## src/assert_macros.svh

```systemverilog
// Assertion helpers for the sparse row product accumulator.
`ifndef ASSERT_MACROS_SVH
`define ASSERT_MACROS_SVH
`ifndef NO_ASSERTIONS
`define ASSERT_IMPL(lbl, c, r, a, b) \
  lbl: assert property (@(posedge c) disable iff (r) (a) |-> (b)) \
    else $error("assertion failed");
`define ASSERT_NEXT(lbl, c, r, a, b) \
  lbl: assert property (@(posedge c) disable iff (r) (a) |=> (b)) \
    else $error("assertion failed");
`else
`define ASSERT_IMPL(lbl, c, r, a, b)
`define ASSERT_NEXT(lbl, c, r, a, b)
`endif
`endif

```

## src/srpa_pkg.sv

```systemverilog
`default_nettype none
package srpa_pkg;

  localparam logic [2:0] KIND_B_PTR   = 3'd0;
  localparam logic [2:0] KIND_B_ENTRY = 3'd1;
  localparam logic [2:0] KIND_MAP     = 3'd2;
  localparam logic [2:0] KIND_A_NZ    = 3'd3;
  localparam logic [2:0] KIND_EMPTY   = 3'd4;

  localparam logic REG_USE_MAP = 1'b0;
  localparam logic REG_ZERO_TOL = 1'b1;

  localparam int ACC_W = 48;
  localparam logic signed [63:0] ROUND_HALF = 64'sd32768;

  typedef enum logic [3:0] {
    S_IDLE,
    S_PTR0,
    S_PTR1,
    S_WALK_RD,
    S_WALK_MUL,
    S_WALK_ADD,
    S_DRAIN_GO,
    S_DRAIN_RD,
    S_DRAIN_CHK,
    S_DRAIN_FIN
  } state_t;

endpackage
`default_nettype wire

```

## src/srpa_mac.sv

```systemverilog
`default_nettype none
// Shared multiply-accumulate: registered product, then round, add, saturate.
module srpa_mac (
  input  wire logic                               clk,
  input  wire logic                               load,
  input  wire logic signed [31:0]                 a,
  input  wire logic signed [31:0]                 b,
  input  wire logic signed [srpa_pkg::ACC_W-1:0]  acc_in,
  output logic signed [srpa_pkg::ACC_W-1:0]       sum
);
  import srpa_pkg::*;

  logic signed [63:0] prod;
  logic signed [63:0] q;
  logic signed [ACC_W-1:0] rounded;
  logic signed [ACC_W:0] wide;

  always_ff @(posedge clk) begin
    if (load) begin
      prod <= a * b;
    end
  end

  // round to nearest, ties up: floor((p + 2^15) / 2^16)
  always_comb begin
    q = prod + ROUND_HALF;
    rounded = ACC_W'(q >>> 16);
    wide = {acc_in[ACC_W-1], acc_in} + {rounded[ACC_W-1], rounded};
    if (wide[ACC_W] != wide[ACC_W-1]) begin
      sum = wide[ACC_W] ? {1'b1, {(ACC_W-1){1'b0}}} : {1'b0, {(ACC_W-1){1'b1}}};
    end else begin
      sum = wide[ACC_W-1:0];
    end
  end

endmodule
`default_nettype wire

```

## config.mk

```make
export PLATFORM = sky130hd
export DESIGN_NAME = srpa_mac
export DESIGN_NICKNAME = d
export VERILOG_FILES = /design/src/assert_macros.svh /design/src/srpa_pkg.sv /design/src/srpa_mac.sv
export SDC_FILE = /design/constraint.sdc
export NUM_CORES = 2
export LEC_CHECK = 0
export BUFFER_PORTS_ARGS = -buffer_cell sky130_fd_sc_hd__buf_4
export CORE_MARGIN = 2
export CORE_UTILIZATION = 46
export CTS_BUF_LIST = sky130_fd_sc_hd__clkbuf_2
export CTS_CLUSTER_SIZE = 14
export DETAILED_ROUTE_END_ITERATION = 8
export PLACE_DENSITY = 0.65
export SLEW_MARGIN = 30
export SYNTH_ARGS = -nofsm -noshare
export SYNTH_HDL_FRONTEND = slang
export SYNTH_SLANG_ARGS = --single-unit
```

## constraint.sdc

```tcl
create_clock -name clk -period 10.1 [get_ports clk]
set_input_delay 0.505 -clock clk [delete_from_list [all_inputs] [get_ports clk]]
set_output_delay 0.505 -clock clk [all_outputs]
set_load 0.03 [all_outputs]
```

# Word level (Yosys, flattened, before mapping)
# Index checks and enable logic that the tools add are counted.
# word_totals
output_inout_bits	48
in_bits	114
ff_bits	64
# op_classes
multipliers	1
mux	2
eq_ne	1
n_addsub	2
# ops
operator	count
two-way mux 48 bit	2
adder 64 x 17 -> 64 bit (second input constant)	1
multiplier 32 x 32 -> 64 bit	1
adder 48 x 48 -> 49 bit	1
inequality test 1 bit	1

# Depth between registers and ports, before layout
# depth
ltp_word	4
mapped_depth	28

# Worst setup path after synthesis
# Ideal clock, no wire load.
# synth_path
path_kind	input port to flip-flop
from	input a[31]
to	register prod[60] (data pin)
t_arrival_ps	7590
cell_stages	28
setup_time_ps	258
n_path_buf	2
path_slack_ps	2252
cell_sequence	clkbuf_1 nand2_1 inv_1 fa_1 inv_1 fa_1 fa_1 inv_1 fa_1 inv_1 fa_1 inv_1 fa_1 inv_1 fa_1 fa_1 inv_1 ha_1 clkbuf_1 a21oi_1 o21ai_0 a21o_1 a21o_1 a21o_1 a21oi_1 o21ai_0 a21oi_1 xnor2_1
# synth_between
elab_chain_cells	1
# synth_lines
item	line	source
from (decl)	srpa_mac.sv:6	input wire logic signed [31:0] a,
multiplier 32 x 32 -> 64 bit	srpa_mac.sv:20	prod <= a * b;
to (signal assigned)	srpa_mac.sv:20	
to (decl)	srpa_mac.sv:13	logic signed [63:0] prod;
# Every way passes these cells.
# A chain may end at the register's enable or synchronous reset.

# Worst setup path in the final report
# layout_path
from	input b[5]
to	register prod[62] (data pin)
# layout_between
elab_chain_cells	1
# layout_lines
item	line	source
from (decl)	srpa_mac.sv:7	input wire logic signed [31:0] b,
multiplier 32 x 32 -> 64 bit	srpa_mac.sv:20	
# Every way passes these cells.

==> impl_results.md <==
* Worst EP arrival at 8.52 ns
* Worst setup EP type: flop
* Max reg flops at 49
* Period utilization at 0.824
* I/O pins at 162
* Clock Path Buffers at 2
* WHS at 0.598 ns
* Min Tclk post-route at 8.32 ns
* Avg WL per Cell at 19.9 µm
* Vias in the first global route at 32.9k
* Post-Syn Area at 41500 µm²
* # resized after CTS at 0
* Row cnt at 110
* Outcome: completed
* Top reg by flops: prod
* DRC Markers at 0
* CP dominant cell by count: fa_1
* TritonCTS Sinks at 49
* Initial antenna violation count at 8
* Register bit total from synthesis at 49
* Slew @ Worst Pin at 0.909 ns
* CP Data Required Time at 10.30 ns
* CTS tree: done
* CTS clk-pin slew, worst paths at 0.22 ns
* Synth Area per Inst at 9.26 µm²
* GP Congestion at 0.898
* Cell count after placement at 5591
* Hold buffer count at CTS at 0
* Post-DRT Antenna Nets at 0
* Main synth FF type: edfxtp_1
* Crit-path max FO at 32
* Syn_nets at 5906
* Vias at 30.1k
* Fmax achieved at 120 MHz
* Final WL at 111000 µm
* Slew Viols, Final at 0
* Regs by FF count: prod: 49 flops
* Max_cap viols at 0
* DIE HEIGHT at 304 µm
* First-pass GRT wire length at 183000 µm
* Count of cell types in the netlist at 86
* Number of vias per cell at 5.38
* Congestion Overflow GR at 0
* Final hold vios at 0
* H-tree depth at 2
* Unrepaired setup endpoints after global routing: no
* Crit Path Category: primary input to flop
* Fill count at 8516
* Die ar. at 92700 µm²
* EDFF count, synth at 49
* Worst slew margin at 0.392
* Critical path startpoint category: primary input
* Final setup vio count at 0
* Die X at 304 µm
* Largest net degree at the start of global routing at 50
* Area post-placement at 43300 µm²
* Initial DRT Pass Iterations at 5
* Core area at 89700 µm²
* CTS root buffer: clkbuf_2
* CP max-delay cell: fa_1
* Hold Crit Class: primary input to flop
* Synth warn at 0
* DP HPWL at 90300 µm
* Layout cell share with drive strength beyond 1 at 0.0502
* Hold EP: prod[58]
* Setup Fix Bufs, Post-CTS at 0
* Area Growth Syn to Fin at 4.44%
* Total track usage at 0.250
* DR iter-0 viols at 1893
* Layout Cell Area excl Fill at 43400 µm²
* Post-synthesis sequential area ratio at 0.0354
* Nets at 5847
* Fin cells at 5600
* Port buffer count at 161
* Cells after Synth at 4481
* Asr flop ratio synth at 0
* Num CTS Buffers at 5
* Initial Utilization at 0.463
* CP max stage delay at 1.08 ns
* Hold path depth at 1
* Setup TNS at 0 ns
* Min-Delay Startpoint: load
stage by stage:
step / utilization / setup WS [ns]
CTS: 0.483 / 1.76
floorplan: - / 2.25
detailed placement: 0.483 / 1.26
global placement: 0.483 / 1.41
finish: 0.483 / 1.78
global route: 0.483 / 1.33
layout by cell type (no fill, tap or decap), types with 3 or more instances in the layout:
| cell | instances |
|---|---|
| a31oi_1 | 12 |
| a2111oi_0 | 3 |
| ha_1 | 229 |
| o211ai_1 | 8 |
| and4_1 | 8 |
| nor2b_1 | 12 |
| maj3_2 | 9 |
| nand3_1 | 38 |
| a21oi_2 | 14 |
| and3_1 | 21 |
| and2_1 | 528 |
| nor3_1 | 16 |
| clkbuf_2 | 5 |
| a21oi_1 | 118 |
| nand4_1 | 27 |
| edfxtp_1 | 49 |
| a22o_1 | 3 |
| a211oi_1 | 8 |
| fa_1 | 1082 |
| a221oi_1 | 3 |
| xnor2_1 | 110 |
| o21a_1 | 16 |
| nand2_1 | 546 |
| a21o_1 | 55 |
| o21ai_0 | 72 |
| or3_1 | 5 |
| o221ai_1 | 5 |
| a211o_1 | 5 |
| nor4b_1 | 3 |
| xor2_1 | 46 |
| o21ai_1 | 3 |
| nand2b_1 | 22 |
| o21bai_1 | 15 |
| buf_4 | 166 |
| nor4_1 | 3 |
| nor2_1 | 58 |
| inv_1 | 1034 |
| a311oi_1 | 3 |
kinds of logic after synthesis:
group | Yosys count | synth area share
buffers and inverters | 1266 | 0.116
xor gates and xnor gates | 156 | 0.0329
AOI/OAI and AO/OA | 383 | 0.0612
muxes | 1 | 0.000241
DFF | 49 | 0.0354
and+or+nand+nor | 1306 | 0.161
adders and majority gates | 1320 | 0.593
routing by layer:
metal | track usage | vias up | share of wire
li1 | - | 13100 | -
met1 | 0.352 | 15800 | 0.44
met2 | 0.412 | 1101 | 0.47
met3 | 0.0453 | 139 | 0.080
met4 | 0.0393 | 12 | 0.016
met5 | 0 | - | 0.00065
cell type report:
type / count / area [µm²] / share of cell area
multi-input combinational: 3166 / 35200 / 0.813
inverter: 1034 / 3880 / 0.0895
sequential: 49 / 1470 / 0.0339
tap: 1176 / 1470 / 0.0339
timing repair buffer: 166 / 1250 / 0.0287
clock buffer: 5 / 25.0 / 0.000577
clock inverter: 3 / 20.0 / 0.000462
antenna: 1 / 2.50 / 0.0000577
critical path: cells and delay by family:
family | cells | cell delay (ns)
and+or+nand+nor | 2 | 0.32
buffers and inverters | 6 | 1.16
xor gates and xnor gates | 1 | 0.08
AOI/OAI and AO/OA | 7 | 1.46
adders and majority gates | 9 | 4.97
cell usage after synthesis (all sizes together) (29+ instances only):
| master | count | share of area |
|---|---|---|
| edfxtp | 49 | 0.035 |
| nor2 | 58 | 0.0052 |
| clkbuf | 216 | 0.020 |
| ha | 229 | 0.069 |
| fa | 1082 | 0.52 |
| nand3 | 39 | 0.0048 |
| a21oi | 133 | 0.017 |
| o21ai | 77 | 0.0095 |
| nand4 | 29 | 0.0047 |
| a21o | 56 | 0.010 |
| and2 | 528 | 0.080 |
| nand2 | 546 | 0.049 |
| xnor2 | 110 | 0.023 |
| xor2 | 46 | 0.0097 |
| inv | 1034 | 0.093 |
worst max-delay path by stage:
stage	from	to	slack (ns)	cells after the start
final	b[5]	prod[62]	1.78	25
after global routing	b[2]	prod[62]	1.33	23
after CTS	b[2]	prod[60]	1.76	23
after detailed placement	b[5]	prod[60]	1.26	25
after global placement	b[5]	prod[60]	1.41	25
after floorplan	a[31]	prod[60]	2.25	28
Power is not shown: default switching activity piles up to over one toggle a cycle in this logic, so the estimate is an artifact.
